==> config.mk <==
export PLATFORM = sky130hd
export DESIGN_NAME = swfrm_queue
export DESIGN_NICKNAME = d
export VERILOG_FILES = /design/src/sliding_window_frame_rate_meter_defines.svh /design/src/swfrm_pkg.sv /design/src/swfrm_queue.sv
export SDC_FILE = /design/constraint.sdc
export NUM_CORES = 1
export LEC_CHECK = 0
export ABC_AREA = 1
export CAP_MARGIN = 20
export CORE_MARGIN = 1.5
export CORE_UTILIZATION = 33
export CTS_BUF_LIST = sky130_fd_sc_hd__clkbuf_8 sky130_fd_sc_hd__clkbuf_16
export CTS_CLUSTER_DIAMETER = 80
export DETAILED_ROUTE_END_ITERATION = 7
export DONT_BUFFER_PORTS = 1
export PLACE_DENSITY = 0.45
export SYNTH_ARGS = -nofsm -noshare
export SYNTH_HDL_FRONTEND = slang
export SYNTH_SLANG_ARGS = --single-unit
==> constraint.sdc <==
create_clock -name clk -period 4.15 [get_ports clk]
set_clock_uncertainty 0.15 [all_clocks]
set_input_delay 0 -clock clk [delete_from_list [all_inputs] [get_ports clk]]
set_output_delay 0 -clock clk [all_outputs]
set_load 0.005 [all_outputs]
==> src/sliding_window_frame_rate_meter_defines.svh <==
// Assertion helpers used by the back end RTL file.
`ifndef SLIDING_WINDOW_FRAME_RATE_METER_DEFINES_SVH
`define SLIDING_WINDOW_FRAME_RATE_METER_DEFINES_SVH

// Same-cycle implication, skipped while in reset.
`define SWFRM_ASSERT_NOW(name, clk, rst, ante, cons) \
  name: assert property (@(posedge clk) disable iff (rst) (ante) |-> (cons)) \
    else $error("swfrm assertion failed");

// Next-cycle implication, skipped while in reset.
`define SWFRM_ASSERT_NEXT(name, clk, rst, ante, cons) \
  name: assert property (@(posedge clk) disable iff (rst) (ante) |=> (cons)) \
    else $error("swfrm assertion failed");

`endif

==> src/swfrm_pkg.sv <==
`timescale 1ns / 1ps
`default_nettype none

package swfrm_pkg;

  // Input mode codes
  localparam logic MODE_START = 1'b0;

  // Item kind after classification
  typedef enum logic {
    EV_START = 1'b0,
    EV_FRAME = 1'b1
  } ev_kind_t;

  // Back end sequencer
  typedef enum logic [1:0] {
    BK_IDLE,
    BK_READ,
    BK_CHECK,
    BK_PUSH
  } bk_state_t;

  // Config register indexes
  localparam logic CFG_WINDOW = 1'b0;
  localparam logic CFG_CAP    = 1'b1;

  localparam logic [31:0] WINDOW_RESET = 32'd1000000;
  localparam logic [31:0] CAP_RESET    = 32'd50000;

  localparam int unsigned QUEUE_DEPTH = 2;

  typedef struct packed {
    logic [31:0] window_ticks;
    logic [31:0] delta_cap_ticks;
  } cfg_regs_t;

endpackage

`default_nettype wire

==> src/swfrm_queue.sv <==
`timescale 1ns / 1ps
`default_nettype none

module swfrm_queue #(
  parameter int unsigned DATA_W = 49
) (
  input  wire logic              clk,
  input  wire logic              rst,
  input  wire logic              in_valid,
  output logic                   in_ready,
  input  wire logic [DATA_W-1:0] in_data,
  output logic                   out_valid,
  input  wire logic              out_ready,
  output logic [DATA_W-1:0]      out_data
);

  localparam int unsigned PTR_W  = (swfrm_pkg::QUEUE_DEPTH > 1) ?
                                   $clog2(swfrm_pkg::QUEUE_DEPTH) : 1;
  localparam int unsigned FILL_W = $clog2(swfrm_pkg::QUEUE_DEPTH + 1);

  logic [DATA_W-1:0] slots [swfrm_pkg::QUEUE_DEPTH];
  logic [PTR_W-1:0]  wr_ptr;
  logic [PTR_W-1:0]  rd_ptr;
  logic [FILL_W-1:0] fill;
  logic              push;
  logic              pop;

  assign in_ready  = (fill != FILL_W'(swfrm_pkg::QUEUE_DEPTH));
  assign out_valid = (fill != '0);
  assign out_data  = slots[rd_ptr];
  assign push      = in_valid && in_ready;
  assign pop       = out_valid && out_ready;

  function automatic logic [PTR_W-1:0] ptr_inc(input logic [PTR_W-1:0] p);
    ptr_inc = (p == PTR_W'(swfrm_pkg::QUEUE_DEPTH - 1)) ? '0 : p + 1'b1;
  endfunction

  always_ff @(posedge clk) begin
    if (rst) begin
      wr_ptr <= '0;
      rd_ptr <= '0;
      fill   <= '0;
    end else begin
      if (push) wr_ptr <= ptr_inc(wr_ptr);
      if (pop)  rd_ptr <= ptr_inc(rd_ptr);
      if (push && !pop) begin
        fill <= fill + 1'b1;
      end else if (pop && !push) begin
        fill <= fill - 1'b1;
      end
    end
  end

  always_ff @(posedge clk) begin
    if (push) slots[wr_ptr] <= in_data;
  end

endmodule

`default_nettype wire

==> impl.org <==
** Synthesis
- For this run, the register share of the synthesized area comes to about four fifths.
- The synthesized netlist contains 15 unique library cells.
- Counting every instance in the synthesized netlist gives ~190.
- Area of the mapped netlist :: around 3800 um2
- Net Count, Synth :: 243
- YS warnings :: 0
- Post-synthesis sequential element count :: roughly 100
- Average cell area after synthesis :: slightly above 20 um2

** STA
- Share of the cycle needed by the critical path after routing :: 55.7%
- Headroom to the max-slew limit came out at a little over two fifths.
- Adding up every negative setup slack in the final design gives 0 ns.
- Final hold slack :: 0.157 ns
- The hold violation total from the final report came to 0.
- Tightest Pin Transition :: 0.859 ns
- Number of pins exceeding their max-slew limit in the final report :: 0
- F_max :: roughly 430 MHz
- Shortest clock period the worst path allows after layout :: about 2.3 ns
- Setup repair after global routing left no endpoint under its margin.
- Setup violations remaining at the end of the flow were counted as 0.

** CTS
- In this run the number of H-tree levels came out at 3.
- Number of buffers added by the clock tree synthesis step :: 9
- TritonCTS clock tree :: built
- Sinks on the clock net :: 103
- Buffers added to address setup during post-CTS repair amount to 0.
- The clock passes through at most 2 buffers.
- CTS clk-pin slew, worst paths :: 0.07 ns
- In this run, post-CTS repair resized a total of 0 instances.
- Root Driver :: sky130_fd_sc_hd__clkbuf_16
- Clock latency on the worst-skew pair :: roughly 0.34 ns

** Routing
- The count of nets left with antenna violations once routing finished came out at 0.
- The routed layout has between 1.5k and 2k vias.
- After the first detailed-routing iteration, the DRC count stood at 78.
- The final layout contains routed wiring with a total length of about 6600 um.
- Pre-Repair DR Iteration Count :: 4
- After detailed routing, the number of remaining DRC violations is 0.
- In the final routed layout, each cell accounts on average for about 17 um.
- In the routed layout, each cell is associated on average with a via count of 4.62.

** Worst setup path
- Worst-path cell with the longest stage delay :: sky130_fd_sc_hd__nor2_4
- Crit-path most repeated cell :: sky130_fd_sc_hd__nand2_1
- Largest incremental delay on the critical path :: 0.70 ns
- Walking the worst path, the cells encountered are inv_1 -> nand2_1 -> nand2_1 -> nor2_4 -> buf_4.
- STA classifies the critical path startpoint as a register.
- In this run the worst path has a maximum fanout of 30.
- For the worst setup path, the data arrival time is between 2 and 2.5 ns.
- The critical path contains buffers and inverters numbering 2 combined.
- Critical setup path kind :: reg -> reg
- Cell family with the largest share of critical-path delay :: simple AND/OR/NAND/NOR gates
- The worst register-to-register path begins at fill[0].
- Worst Path Required :: about 4 ns
- Capturing element type of the critical path :: register
- The critical path starts at fill[0].

** Placement
- Post-Place Cells :: 330
- Placement Cell Area :: around 4000 um2
- Detailed placement ended at an HPWL of 4510 um.
- Port Buffers :: 0
- RD Place Congestion :: 0.686

** Floorplanning
- Area inside the core boundary :: around 11000 um2
- Count of pins on the block boundary :: roughly 100
- The die covers ~12000 um2.
- Floorplan row count :: 39
- Die width :: ~110 um
- Die Span Y :: 111 um
- Initial core utilization :: ~34%

** Global route
- The number of antenna violations at the first check in global routing came to 0.
- For this run, the total global-route usage over all layers was measured as 11.5%.
- Largest net degree at the start of global routing :: 31
- The via count of the first global-routing pass was between 2k and 2.5k.
- Overflow left after global routing :: 0
- The first global-routing pass estimated roughly 11000 um of wire.

** Run status
- The flow ran to the end, and the final reports show no timing, DRC or antenna violations.

** Layout
- Final-stage net count :: between 300 and 400
- Once layout is done, the placed cells without fillers occupy around 4800 um2.
- Compared with the post-synthesis result, the final layout area differs by 26.9%.
- Share of post-route cells with drive strength above 1 :: roughly 28%
- Final Core Density :: between 40% and 50%
- Post-Layout Cell Count :: ~400
- Total inserted antenna cells :: 0
- Counting the fill cells in the layout gives about 1.0k.

** Hold path
- In this run the most critical hold path is launched from in_data[6].
- Worst hold path class :: in -> reg

** Power and ir drop
- Dividing total power by cell area gives a power density of about 570 nW/um2.
- Worst IR Drop VDD :: 258 uV
- In this run the static leakage power is 0.00166 uW.

** Job
- Max-cap violations :: 0
## where the power goes
| group | total [uW] | internal [uW] | switching (uW) | leakage, uW |
|---|---|---|---|---|
| registers | 1370 | 1310 | 58.5 | 0.000956 |
| clock network | 898 | 535 | 362 | 0.000157 |
| logic | 496 | 229 | 267 | 0.000545 |
## flip-flops by register name (all words and copies together), names as in the netlist, named ones only
signal and count:
fill 2, rd_ptr 1, slots 98, wr_ptr 1
## placed cells by master, fill, tap and decap left out
cell type                       instances
sky130_fd_sc_hd__a21oi_1                2
sky130_fd_sc_hd__buf_4                  3
sky130_fd_sc_hd__bufinv_16              2
sky130_fd_sc_hd__clkbuf_16              9
sky130_fd_sc_hd__clkinv_4               1
sky130_fd_sc_hd__clkinvlp_4             1
sky130_fd_sc_hd__dfxtp_1                4
sky130_fd_sc_hd__dfxtp_2                1
sky130_fd_sc_hd__dlygate4sd3_1         53
sky130_fd_sc_hd__edfxtp_1              98
sky130_fd_sc_hd__ha_1                   1
sky130_fd_sc_hd__inv_1                  8
sky130_fd_sc_hd__inv_6                  3
sky130_fd_sc_hd__mux2_2                39
sky130_fd_sc_hd__mux2_4                10
sky130_fd_sc_hd__nand2_1                9
sky130_fd_sc_hd__nand3_1                2
sky130_fd_sc_hd__nand4_1                1
sky130_fd_sc_hd__nor2_1                 5
sky130_fd_sc_hd__nor2_4                 2
sky130_fd_sc_hd__o21ai_0                2
## kinds of logic (layout without fill, tap and decap cells)
logic type | count (synthesis) | in the layout | synth area share (%)
simple gates | 19 | 19 | 2.00
flops | 103 | 103 | 79.7
fa+ha+maj | 1 | 1 | 0.327
mux | 49 | 49 | 15.4
compound gates | 4 | 4 | 0.524
buf+inv | 13 | 80 | 2.06
## layout make-up
cell class / instances / area, um2 / area share [%]
flip-flops and latches: 103 / 3040 / 62.8
multi-input cells: 73 / 713 / 14.7
repair buffers: 56 / 553 / 11.4
clock buffers: 9 / 225 / 4.65
well taps: 143 / 179 / 3.69
clock inverters: 7 / 103 / 2.12
inverters: 8 / 30.0 / 0.620
## layer usage
metal	global-route usage, %	up-vias	part of all wire [%]
met3	5.71	10	9.4
met4	4.87	0	1.5
met5	0	-	0
met2	20.0	76	51
li1	-	847	-
met1	11.8	910	38
## final timing paths
check,depth (start not counted),to,slack (ns)
worst max-delay path,5,slots[1][5],1.84
worst min-delay path,1,slots[0][6],0.16
worst max register to register,5,slots[1][5],1.84
worst min register to register,2,rd_ptr,0.38
## Yosys cell counts
master	count	area (um2)
sky130_fd_sc_hd__inv_1	8	30.0
sky130_fd_sc_hd__a21oi_1	2	10.0
sky130_fd_sc_hd__nand3_1	2	10.0
sky130_fd_sc_hd__buf_6	1	11.3
sky130_fd_sc_hd__mux2_4	10	150
sky130_fd_sc_hd__buf_4	3	22.5
sky130_fd_sc_hd__dfxtp_1	5	100
sky130_fd_sc_hd__o21ai_0	2	10.0
sky130_fd_sc_hd__buf_8	1	15.0
sky130_fd_sc_hd__nand2_1	9	33.8
sky130_fd_sc_hd__nor2_1	7	26.3
sky130_fd_sc_hd__ha_1	1	12.5
sky130_fd_sc_hd__edfxtp_1	98	2940
sky130_fd_sc_hd__nand4_1	1	6.26
sky130_fd_sc_hd__mux2_2	39	439
## stage by stage
| step | setup slack, ns | total power (uW) |
|---|---|---|
| 6_report | 1.84 | 2770 |
| 5_1_grt | 1.60 | 2910 |
| 4_1_cts | 1.78 | 2810 |
| 3_5_place_dp | 1.79 | 1860 |
| 3_3_place_gp | 1.90 | 1830 |
| 2_1_floorplan | 0.924 | 1760 |
## worst register-to-register path, cell delays in order (launching register included)
cell	delay, ns
sky130_fd_sc_hd__dfxtp_1	0.33
sky130_fd_sc_hd__inv_1	0.09
sky130_fd_sc_hd__nand2_1	0.11
sky130_fd_sc_hd__nand2_1	0.17
sky130_fd_sc_hd__nor2_4	0.70
sky130_fd_sc_hd__buf_4	0.43
## repair_timing
| item | CTS | global route |
|---|---|---|
| hold buffers | 53 | 0 |
| setup endpoints to repair | 0 | 0 |
| endpoints found under the hold margin | 103 | 0 |
Power figures use the tool's default switching activity.
