**src/sliding_window_frame_rate_meter_defines.svh**
```systemverilog
// Assertion helpers used by the back end RTL file.
`ifndef SLIDING_WINDOW_FRAME_RATE_METER_DEFINES_SVH
`define SLIDING_WINDOW_FRAME_RATE_METER_DEFINES_SVH

// Same-cycle implication, skipped while in reset.
`define SWFRM_ASSERT_NOW(name, clk, rst, ante, cons) \
  name: assert property (@(posedge clk) disable iff (rst) (ante) |-> (cons)) \
    else $error("swfrm assertion failed");

// Next-cycle implication, skipped while in reset.
`define SWFRM_ASSERT_NEXT(name, clk, rst, ante, cons) \
  name: assert property (@(posedge clk) disable iff (rst) (ante) |=> (cons)) \
    else $error("swfrm assertion failed");

`endif

```
**src/swfrm_pkg.sv**
```systemverilog
`timescale 1ns / 1ps
`default_nettype none

package swfrm_pkg;

  // Input mode codes
  localparam logic MODE_START = 1'b0;

  // Item kind after classification
  typedef enum logic {
    EV_START = 1'b0,
    EV_FRAME = 1'b1
  } ev_kind_t;

  // Back end sequencer
  typedef enum logic [1:0] {
    BK_IDLE,
    BK_READ,
    BK_CHECK,
    BK_PUSH
  } bk_state_t;

  // Config register indexes
  localparam logic CFG_WINDOW = 1'b0;
  localparam logic CFG_CAP    = 1'b1;

  localparam logic [31:0] WINDOW_RESET = 32'd1000000;
  localparam logic [31:0] CAP_RESET    = 32'd50000;

  localparam int unsigned QUEUE_DEPTH = 2;

  typedef struct packed {
    logic [31:0] window_ticks;
    logic [31:0] delta_cap_ticks;
  } cfg_regs_t;

endpackage

`default_nettype wire

```
**src/swfrm_front.sv**
```systemverilog
`timescale 1ns / 1ps
`default_nettype none

module swfrm_front #(
  parameter int unsigned STAMP_BITS = 48
) (
  input  wire logic                  clk,
  input  wire logic                  rst,
  input  wire logic                  in_valid,
  output logic                       in_ready,
  input  wire logic                  mode,
  input  wire logic [STAMP_BITS-1:0] now_time,
  output logic                       q_valid,
  input  wire logic                  q_ready,
  output swfrm_pkg::ev_kind_t        q_kind,
  output logic [STAMP_BITS-1:0]      q_now
);

  logic held_valid;

  assign in_ready = !held_valid || q_ready;
  assign q_valid  = held_valid;

  always_ff @(posedge clk) begin
    if (rst) begin
      held_valid <= 1'b0;
    end else if (in_ready) begin
      held_valid <= in_valid;
    end
  end

  // classify on entry
  always_ff @(posedge clk) begin
    if (in_valid && in_ready) begin
      q_kind <= (mode == swfrm_pkg::MODE_START) ? swfrm_pkg::EV_START : swfrm_pkg::EV_FRAME;
      q_now  <= now_time;
    end
  end

endmodule

`default_nettype wire

```
**config.mk**
```make
export PLATFORM = sky130hd
export DESIGN_NAME = swfrm_front
export DESIGN_NICKNAME = d
export VERILOG_FILES = /design/src/sliding_window_frame_rate_meter_defines.svh /design/src/swfrm_pkg.sv /design/src/swfrm_front.sv
export SDC_FILE = /design/constraint.sdc
export NUM_CORES = 1
export LEC_CHECK = 0
export BUFFER_PORTS_ARGS = -buffer_cell sky130_fd_sc_hd__buf_4
export CORE_AREA = 2 2 63 65
export CTS_CLUSTER_SIZE = 8
export DETAILED_ROUTE_END_ITERATION = 6
export DIE_AREA = 0 0 65 67
export GPL_ROUTABILITY_DRIVEN = 0
export PLACE_DENSITY_LB_ADDON = 0.1
export SLEW_MARGIN = 15
export SYNTH_ARGS = -nofsm -noshare
export SYNTH_HDL_FRONTEND = slang
export SYNTH_SLANG_ARGS = --single-unit
```
**constraint.sdc**
```tcl
create_clock -name clk -period 2 [get_ports clk]
set_input_delay 0.1 -clock clk [delete_from_list [all_inputs] [get_ports clk]]
set_output_delay 0.1 -clock clk [all_outputs]
set_load 0.05 [all_outputs]
```
==> reports/results.ini, run 1 <==
[outcome]
status=complete, no violations

[detailed_routing]
dr.pass1.iters=4
vias=1121
drc_errors=0
ant_nets=0
wl_per_cell_microns=15.93
vias_per_cell=4.262
drt-total-wl_mm=4.189
drt_iter0_markers=42

[sta]
slew_headroom_pct=58.29
rsz0062_at_grt=no
finalHoldViolCount=0
layout_setup_ws_ns=0.6238
finalSetupTns_ns=0
skew_ns=0.002351
fmax_mhz=726.6
fin_crit_sh_pct=68.81
period_needed_ns=1.376
tightest_slew_ns=0.6256
slew_violations=0
setup_viol=0

[place]
io_buffers=103
post-place-ws_ns=0.6592

[power]
p_leak_nw=1.249
ir_worst_vdd_mv=0.6415
p_per_area_mw_per_mm2=788.1

[synth]
seq_area_frac_synth_pct=97.70
yosysWarnings=0
synthCells=54
synth_edf_count=49
yosysTopAreaCellShare_pct=96.39
synth_area_sq_mm=0.001526
synth_ff_type=edfxtp_1
synth_area_leaders=edfxtp_1, dfxtp_1, nand2b_4
synth_top_area_cell=edfxtp_1
synth_cell_types=6
synthArstFlopShare_pct=0
synth-seq-cells=50
synth.most_common_cell=edfxtp_1
syn_avg_cell_area_sq_um=28.27
syn-num-nets=107

[critical_path]
startpoint=q_valid$_SDFFE_PP0P_
cp.arrival_ns=1.32
critical-path-max-stage-delay_ns=0.56
slowest_stage=and2_4
crit_type=flop to flop
cp_top_family=simple AND/OR/NAND/NOR gates
crit_path_end_kind=flop
startpoint_type=flop
rr_worst_depth=2
cp_data_required_time_ns=1.95
crit_fanout=49
crit_chain=nand2b_4, and2_4
cp.depth=2
reg2reg_from=q_valid$_SDFFE_PP0P_
worst-path-buf-inv=0

[finish]
area_delta_synth_final_pct=93.28
n_antenna_cell=0
finalNetCount=267
final_core_util_pct=81.82
drive_gt1_share_pct=53.02

[clock_tree]
cts_made_buffers=5
cts_setup_buffers=0
numClockSinks=50
cts.path.max_buffers=2
cts_tree=yes
clockRootBuffer=clkbuf_8
htree_levels=2
clk_pin_slew_ns=0.09
clk_latency_ns=0.30

[global_routing]
grt_overflow=0
grt_pass1_wl_mm=6.072
grt_max_degree=50
grt_usage_pct=20.30
antenna_found_initial=0
grt_pass1_vias=1237

[die]
fp.dieH_microns=67
core_area_sq_mm=0.003606
die_w_microns=65
rows=22
initial_core_util_pct=42.33
ios=104
die-area_sq_mm=0.004355

[min_path]
min_from=in_valid
hold_class=primary input to flop
min_path_cells=3

[flow_run]
cap_violations=0

==> routing by layer <==
| layer | global-route usage [%] | vias to the layer above | part of all wire [%] |
|---|---|---|---|
| li1 | - | 530 | - |
| met1 | 18.67 | 509 | 33 |
| met2 | 40.34 | 72 | 57 |
| met3 | 7.601 | 10 | 7.7 |
| met4 | 6.649 | 0 | 2.1 |
| met5 | 0 | - | 0 |
==> cell families (layout without fill, tap and decap cells) <==
logic type | count (synthesis) | in the layout | synth area share [%]
AOI/OAI and AO/OA | 1 | 1 | 0.5739
buffers and inverters | 1 | 162 | 0.2457
DFF | 50 | 50 | 97.70
and+or+nand+nor | 2 | 2 | 1.475
==> sequential cells by signal, indices dropped and copies added, names as in the netlist <==
| name | count |
|---|---|
| q_kind | 1 |
| q_valid | 1 |
| q_now | 48 |
==> where the power goes <==
part           total [mW]  switching (mW)  internal [mW]  leakage (nW)
clock               0.589           0.343          0.246        0.0441
sequential           1.24          0.0188           1.22         0.482
combinational       0.495           0.292          0.203         0.723
==> repair_timing <==
action | 4_1_cts | 5_1_grt
hold buffers | 50 | 0
hold endpoints to repair | 50 | 0
resized for setup | 0 | 0
==> area by class of cell <==
type                       instances  area [sq um]
fill                             205         655.6
sequential                        50          1491
tap                               48         60.06
inverter                           1         3.754
clock buffer                       5         68.82
timing repair buffer             153          1274
clock inverter                     3         21.27
multi-input combinational          3         31.28
==> worst register-to-register path, delay by kind of cell (launching register included) <==
kind / cells / cell delay, ns
flops: 1 / 0.35
simple gates: 2 / 0.66
==> layout by cell type, fill, tap and decap left out <==
master           n
clkbuf_8         5
a21oi_2          1
clkinvlp_4       1
dlygate4sd3_1   50
clkinv_2         1
nand2b_4         1
and2_4           1
inv_1            1
dfxtp_1          1
clkinv_4         1
edfxtp_1        49
buf_4          103
==> final timing paths <==
| kind | end | slack, ns |
|---|---|---|
| max reg2reg | q_now[36]$_DFFE_PP_ | 0.62 |
| min | q_valid$_SDFFE_PP0P_ | 0.05 |
| min reg2reg | q_valid$_SDFFE_PP0P_ | 0.54 |
| max | q_now[36]$_DFFE_PP_ | 0.62 |
==> stage by stage <==
step	cell area, sq um	power (mW)	std cells	hold WS, ns
after floorplan	1526	1.499	54	0.1624
after CTS	2950	2.316	263	0.03391
final	2950	2.325	263	0.05339
after global routing	2950	2.403	263	0.06437
after detailed placement	2360	1.675	205	0.2595
after global placement	2360	1.669	205	0.2554
(Power assumes the default switching activity.)
==> inputs of run 2 (changes only) <==
--- a/config.mk
+++ b/config.mk
@@ -6,10 +6,10 @@
 export NUM_CORES = 1
 export LEC_CHECK = 0
 export BUFFER_PORTS_ARGS = -buffer_cell sky130_fd_sc_hd__buf_4
-export CORE_AREA = 2 2 63 65
+export CORE_AREA = 2 2 69 71
 export CTS_CLUSTER_SIZE = 8
 export DETAILED_ROUTE_END_ITERATION = 6
-export DIE_AREA = 0 0 65 67
+export DIE_AREA = 0 0 71 73
 export GPL_ROUTABILITY_DRIVEN = 0
 export PLACE_DENSITY_LB_ADDON = 0.1
 export SLEW_MARGIN = 15
==> constraint.sdc (replaced) <==
create_clock -name clk -period 1.15 [get_ports clk]
set_input_delay 0.0575 -clock clk [delete_from_list [all_inputs] [get_ports clk]]
set_output_delay 0.0575 -clock clk [all_outputs]
set_load 0.05 [all_outputs]
==> reports/results.ini, run 2 (same netlist as run 1, synthesis figures left out) <==
[critical_path]
r2r-end=q_now[25]$_DFFE_PP_
startpoint_type=flop
crit_type=flop to flop
rr_worst_depth=3  ; +1
cp.arrival_ns=1.09  ; -0.23 ns
reg2reg_from=q_valid$_SDFFE_PP0P_
rrSetupSlack_ns=0.07  ; -0.55 ns
cp_data_required_time_ns=1.16  ; -0.79 ns
crit_path_end_kind=flop
crit_fanout=16  ; -67%
startpoint=q_valid$_SDFFE_PP0P_

[clock_tree]
ctsResizeCount=0  ; unchanged
htree_levels=2  ; unchanged
postCtsHoldBufs=51  ; +2.0%
clk_latency_ns=0.29  ; about the same
numClockSinks=50  ; unchanged
cts_made_buffers=5  ; unchanged
clk_pin_slew_ns=0.08  ; about the same
clockRootBuffer=clkbuf_8
cts_tree=yes
cts_setup_buffers=0  ; unchanged
cts.path.max_buffers=2  ; unchanged

[finish]
mostFrequentLayoutCell=buf_4
multi_input_area_sq_um=31.28  ; unchanged
final_cell_mix=buf_4, dlygate4sd3_1, edfxtp_1
ff_latch_area_sq_mm=0.001495  ; +0.25%
largest_reg_flops=48  ; unchanged
nFillCells=320  ; +56%
fin_cells=274  ; +4.2%
finalNetCount=272  ; +1.9%
top_register=q_now
drive_gt1_share_pct=54.09  ; +1.1 points
area_delta_synth_final_pct=100.3
n_antenna_cell=0  ; unchanged

[sta]
slew_violations=0  ; unchanged
period_needed_ns=1.079  ; -0.2974 ns
fmax_mhz=927.0  ; +28%
setup_viol=0  ; unchanged
finalSetupTns_ns=0  ; unchanged
tightest_slew_ns=0.1562  ; -0.4694 ns
fin_crit_sh_pct=93.81  ; +25 points
skew_ns=0.006466  ; +0.004115 ns
slew_headroom_pct=89.67  ; +31 points
whs_ns=0.03733  ; -0.01606 ns
rsz0062_at_grt=no
finalHoldViolCount=0  ; unchanged

[power]
p_leak_nw=1.300  ; +4.1%
ir_worst_vdd_mv=0.8043  ; +25%
p_per_area_mw_per_mm2=1376  ; +75%
power.total_mw=4.207  ; +81%

[die]
die-area_sq_mm=0.005183  ; +19%
die_w_microns=71  ; +9.2%
rows=25  ; +14%
ios=104  ; unchanged
fp.dieH_microns=73  ; +9.0%
initial_core_util_pct=33.66  ; -8.7 points
core_area_sq_mm=0.004536  ; +26%

[detailed_routing]
wl_per_cell_microns=13.18  ; -17%
drt-total-wl_mm=3.611  ; -14%
dr.pass1.iters=4  ; unchanged
drt_iter0_markers=65  ; +55%
vias_per_cell=4.124  ; -3.2%
ant_nets=0  ; unchanged
drc_errors=0  ; unchanged
vias=1130  ; +0.80%

[flow_run]
cap_violations=0  ; unchanged

[global_routing]
grt_pass1_wl_mm=5.326  ; -12%
grt_overflow=0  ; unchanged
antenna_found_initial=0  ; unchanged
grt_max_degree=17  ; -66%
grt_usage_pct=13.88  ; -6.4 points
grt_pass1_vias=1156  ; -6.5%

[place]
dp_hpwl_mm=2.470
dp_cells=215  ; +4.9%
io_buffers=103  ; unchanged

[min_path]
min_from=q_ready
worstHoldEndpoint=q_valid$_SDFFE_PP0P_
min_path_cells=3  ; unchanged
hold_class=primary input to flop

[outcome]
status=complete, no violations

==> run 2: metal layers <==
metal	vias up	track usage [%]	wire length, microns	part of all wire, %
met5	-	0	0	0
met1	530	15.20	1333	37
met2	54	25.34	1985	55
li1	542	-	-	-
met4	0	4.193	35	0.97
met3	4	4.972	256	7.1
==> run 2: worst max-delay path by stage <==
stage	end	slack, ns
6_report	q_now[25]$_DFFE_PP_	0.07
5_1_grt	q_now[38]$_DFFE_PP_	0.05
4_1_cts	q_now[45]$_DFFE_PP_	0.07
3_5_place_dp	q_now[6]$_DFFE_PP_	0.08
3_3_place_gp	q_now[37]$_DFFE_PP_	0.09
2_1_floorplan	q_kind$_DFFE_PP_	-0.29
==> run 2: cell type report <==
type	count	area share (%)
sequential	50	48.90
timing repair buffer	158	44.19
clock inverter	3	1.309
multi-input combinational	3	1.023
inverter	1	0.1227
clock buffer	5	2.250
tap	54	2.209
==> run 2: power by group <==
group,internal [mW],switching [mW],total [mW]
registers,2.12,0.0307,2.15
clock network,0.640,0.523,1.16
logic,0.384,0.505,0.890
==> run 2: stage by stage <==
| step | setup slack (ns) | cell area, sq um | utilization [%] |
|---|---|---|---|
| floorplan | -0.2862 | 1530 | - |
| global placement | 0.09464 | 2439 | 53.77 |
| detailed placement | 0.07866 | 2439 | 53.77 |
| CTS | 0.06634 | 3058 | 67.42 |
| global route | 0.05158 | 3058 | 67.42 |
| finish | 0.07121 | 3058 | 67.42 |
==> run 2: worst max-delay path: stages (launching register included) <==
cell      delay [ns]
dfxtp_4         0.36
nand2b_4        0.07
and2_4          0.20
buf_12          0.16
==> inputs of run 3 (changes only) <==
--- a/config.mk
+++ b/config.mk
@@ -5,6 +5,7 @@
 export SDC_FILE = /design/constraint.sdc
 export NUM_CORES = 1
 export LEC_CHECK = 0
+export ABC_CLOCK_PERIOD_IN_PS = 1150
 export BUFFER_PORTS_ARGS = -buffer_cell sky130_fd_sc_hd__buf_4
 export CORE_AREA = 2 2 69 71
 export CTS_CLUSTER_SIZE = 8
@@ -12,6 +13,7 @@
 export DIE_AREA = 0 0 71 73
 export GPL_ROUTABILITY_DRIVEN = 0
 export PLACE_DENSITY_LB_ADDON = 0.1
+export SETUP_SLACK_MARGIN = 0.4
 export SLEW_MARGIN = 15
 export SYNTH_ARGS = -nofsm -noshare
 export SYNTH_HDL_FRONTEND = slang
==> reports/results.ini, run 3 (same netlist as run 1, synthesis figures left out) <==
[detailed_routing]
drc_errors=0  ; unchanged
drt_iter0_markers=38  ; -42%
vias=1160  ; +2.7%
vias_per_cell=4.203  ; +1.9%
wl_per_cell_microns=14.25  ; +8.1%
dr.pass1.iters=4  ; unchanged
ant_nets=0  ; unchanged
drt-total-wl_mm=3.933  ; +8.9%

[min_path]
min_from=in_valid
hold_class=primary input to flop

[clock_tree]
cts.path.max_buffers=2  ; unchanged
clockRootBuffer=clkbuf_8
numClockSinks=50  ; unchanged
clk_latency_ns=0.29  ; about the same
clk_pin_slew_ns=0.08  ; about the same
cts_made_buffers=5  ; unchanged
cts_tree=yes
htree_levels=2  ; unchanged

[place]
place_area_sq_mm=0.002431  ; -0.31%
dp_hpwl_mm=2.404  ; -2.7%
io_buffers=103  ; unchanged
dp_cells=214  ; -0.47%
post-place-ws_ns=0.05844  ; -0.02022 ns

[global_routing]
antenna_found_initial=0  ; unchanged
grt_pass1_wl_mm=5.754  ; +8.0%
grt_max_degree=20  ; +3
grt_usage_pct=15.20  ; +1.3 points
grt_pass1_vias=1192  ; +3.1%
grt_overflow=0  ; unchanged

[finish]
top_register=q_now
drive_gt1_share_pct=54.50  ; +0.41 points
final_core_util_pct=71.56  ; +4.1 points
design_area_sq_mm=0.003246  ; +6.1%
area_delta_synth_final_pct=112.6
fin_cells=276  ; +0.73%
finalNetCount=274  ; +0.74%
multi_input_area_sq_um=31.28  ; unchanged
largest_reg_flops=48  ; unchanged
n_antenna_cell=0  ; unchanged
ff_latch_area_sq_mm=0.001495  ; unchanged
mostFrequentLayoutCell=buf_4
nFillCells=303  ; -5.3%
final_cell_mix=buf_4, dlygate4sd3_1, buf_6, edfxtp_1, clkbuf_8

[sta]
rsz0062_at_grt=yes
slew_violations=0  ; unchanged
slew_headroom_pct=92.29  ; +2.6 points
tightest_slew_ns=0.1159  ; -0.04028 ns
period_needed_ns=1.083  ; +0.004571 ns
finalHoldViolCount=0  ; unchanged
skew_ns=0.004757  ; -0.001709 ns
layout_setup_ws_ns=0.06664  ; -0.004571 ns
setup_viol=0  ; unchanged
fin_crit_sh_pct=94.21  ; +0.40 points
fmax_mhz=923.1  ; -0.42%

[critical_path]
critical-path-max-stage-delay_ns=0.36  ; about the same
cp_data_required_time_ns=1.16  ; about the same
reg2reg_from=q_valid$_SDFFE_PP0P_
startpoint=q_valid$_SDFFE_PP0P_
slowest_stage=dfxtp_4
crit_path_end_kind=flop
crit_fanout=19  ; +3
crit_chain=nand2b_4, and2_4, buf_12
startpoint_type=flop
crit_type=flop to flop
cp.arrival_ns=1.09  ; about the same

[die]
fp.dieH_microns=73  ; unchanged
die_w_microns=71  ; unchanged
die-area_sq_mm=0.005183  ; unchanged
ios=104  ; unchanged
rows=25  ; unchanged
initial_core_util_pct=33.66  ; unchanged
core_area_sq_mm=0.004536  ; unchanged

[flow_run]
cap_violations=0  ; unchanged

[outcome]
status=complete, no violations

[power]
p_leak_nw=1.360  ; +4.6%
p_per_area_mw_per_mm2=1265  ; -8.0%
power.total_mw=4.106  ; -2.4%
ir_worst_vdd_mv=0.6829  ; -15%

==> run 3: routing by layer <==
metal | global-route usage (%) | share of wire, % | vias to the layer above
met3 | 3.591 | 6.3 | 5
met1 | 15.75 | 36 | 554
met2 | 28.66 | 56 | 57
li1 | - | - | 544
met5 | 0 | 0 | -
met4 | 7.547 | 1.6 | 0
==> run 3: stage by stage <==
step	setup TNS [ns]	hold WS, ns
after global routing	0	0.05323
after detailed placement	0	0.2062
final	0	0.04795
after floorplan	-13.96	0.1108
after global placement	0	0.2044
after CTS	0	0.001538
==> run 3: report_power, final <==
part / leakage (nW) / switching [mW] / total, mW / internal [mW]
combinational: 0.835 / 0.511 / 0.965 / 0.454
clock: 0.0416 / 0.549 / 0.966 / 0.417
sequential: 0.483 / 0.0482 / 2.17 / 2.13
==> run 3: timing repair <==
action	CTS	global route
gates cloned	0	0
resized for setup	53	0
buffers inserted	4	0
hold buffers	50	0
endpoints found under the hold margin	50	0
endpoints found under the setup margin	100	101
==> run 3: cell type report <==
cell class | instances | area share (%)
clock inverter | 3 | 0.5012
sequential | 50 | 46.07
clock buffer | 5 | 2.120
tap | 54 | 2.082
inverter | 1 | 0.1157
timing repair buffer | 160 | 48.15
multi-input combinational | 3 | 0.9638
==> run 3: critical path, delay by kind of cell, from the launching register on <==
family	cells	cell delay, ns
flip-flops	1	0.36
AND/OR/NAND/NOR	2	0.26
buffers and inverters	1	0.17
==> run 3: path summary, 6_finish.rpt <==
| check | to | slack (ns) | cells past startpoint |
|---|---|---|---|
| worst max-delay path | q_now[30]$_DFFE_PP_ | 0.07 | 3 |
| worst min-delay path | q_valid$_SDFFE_PP0P_ | 0.05 | 3 |
| worst max register to register | q_now[30]$_DFFE_PP_ | 0.07 | 3 |
| worst min register to register | q_valid$_SDFFE_PP0P_ | 0.71 | 4 |
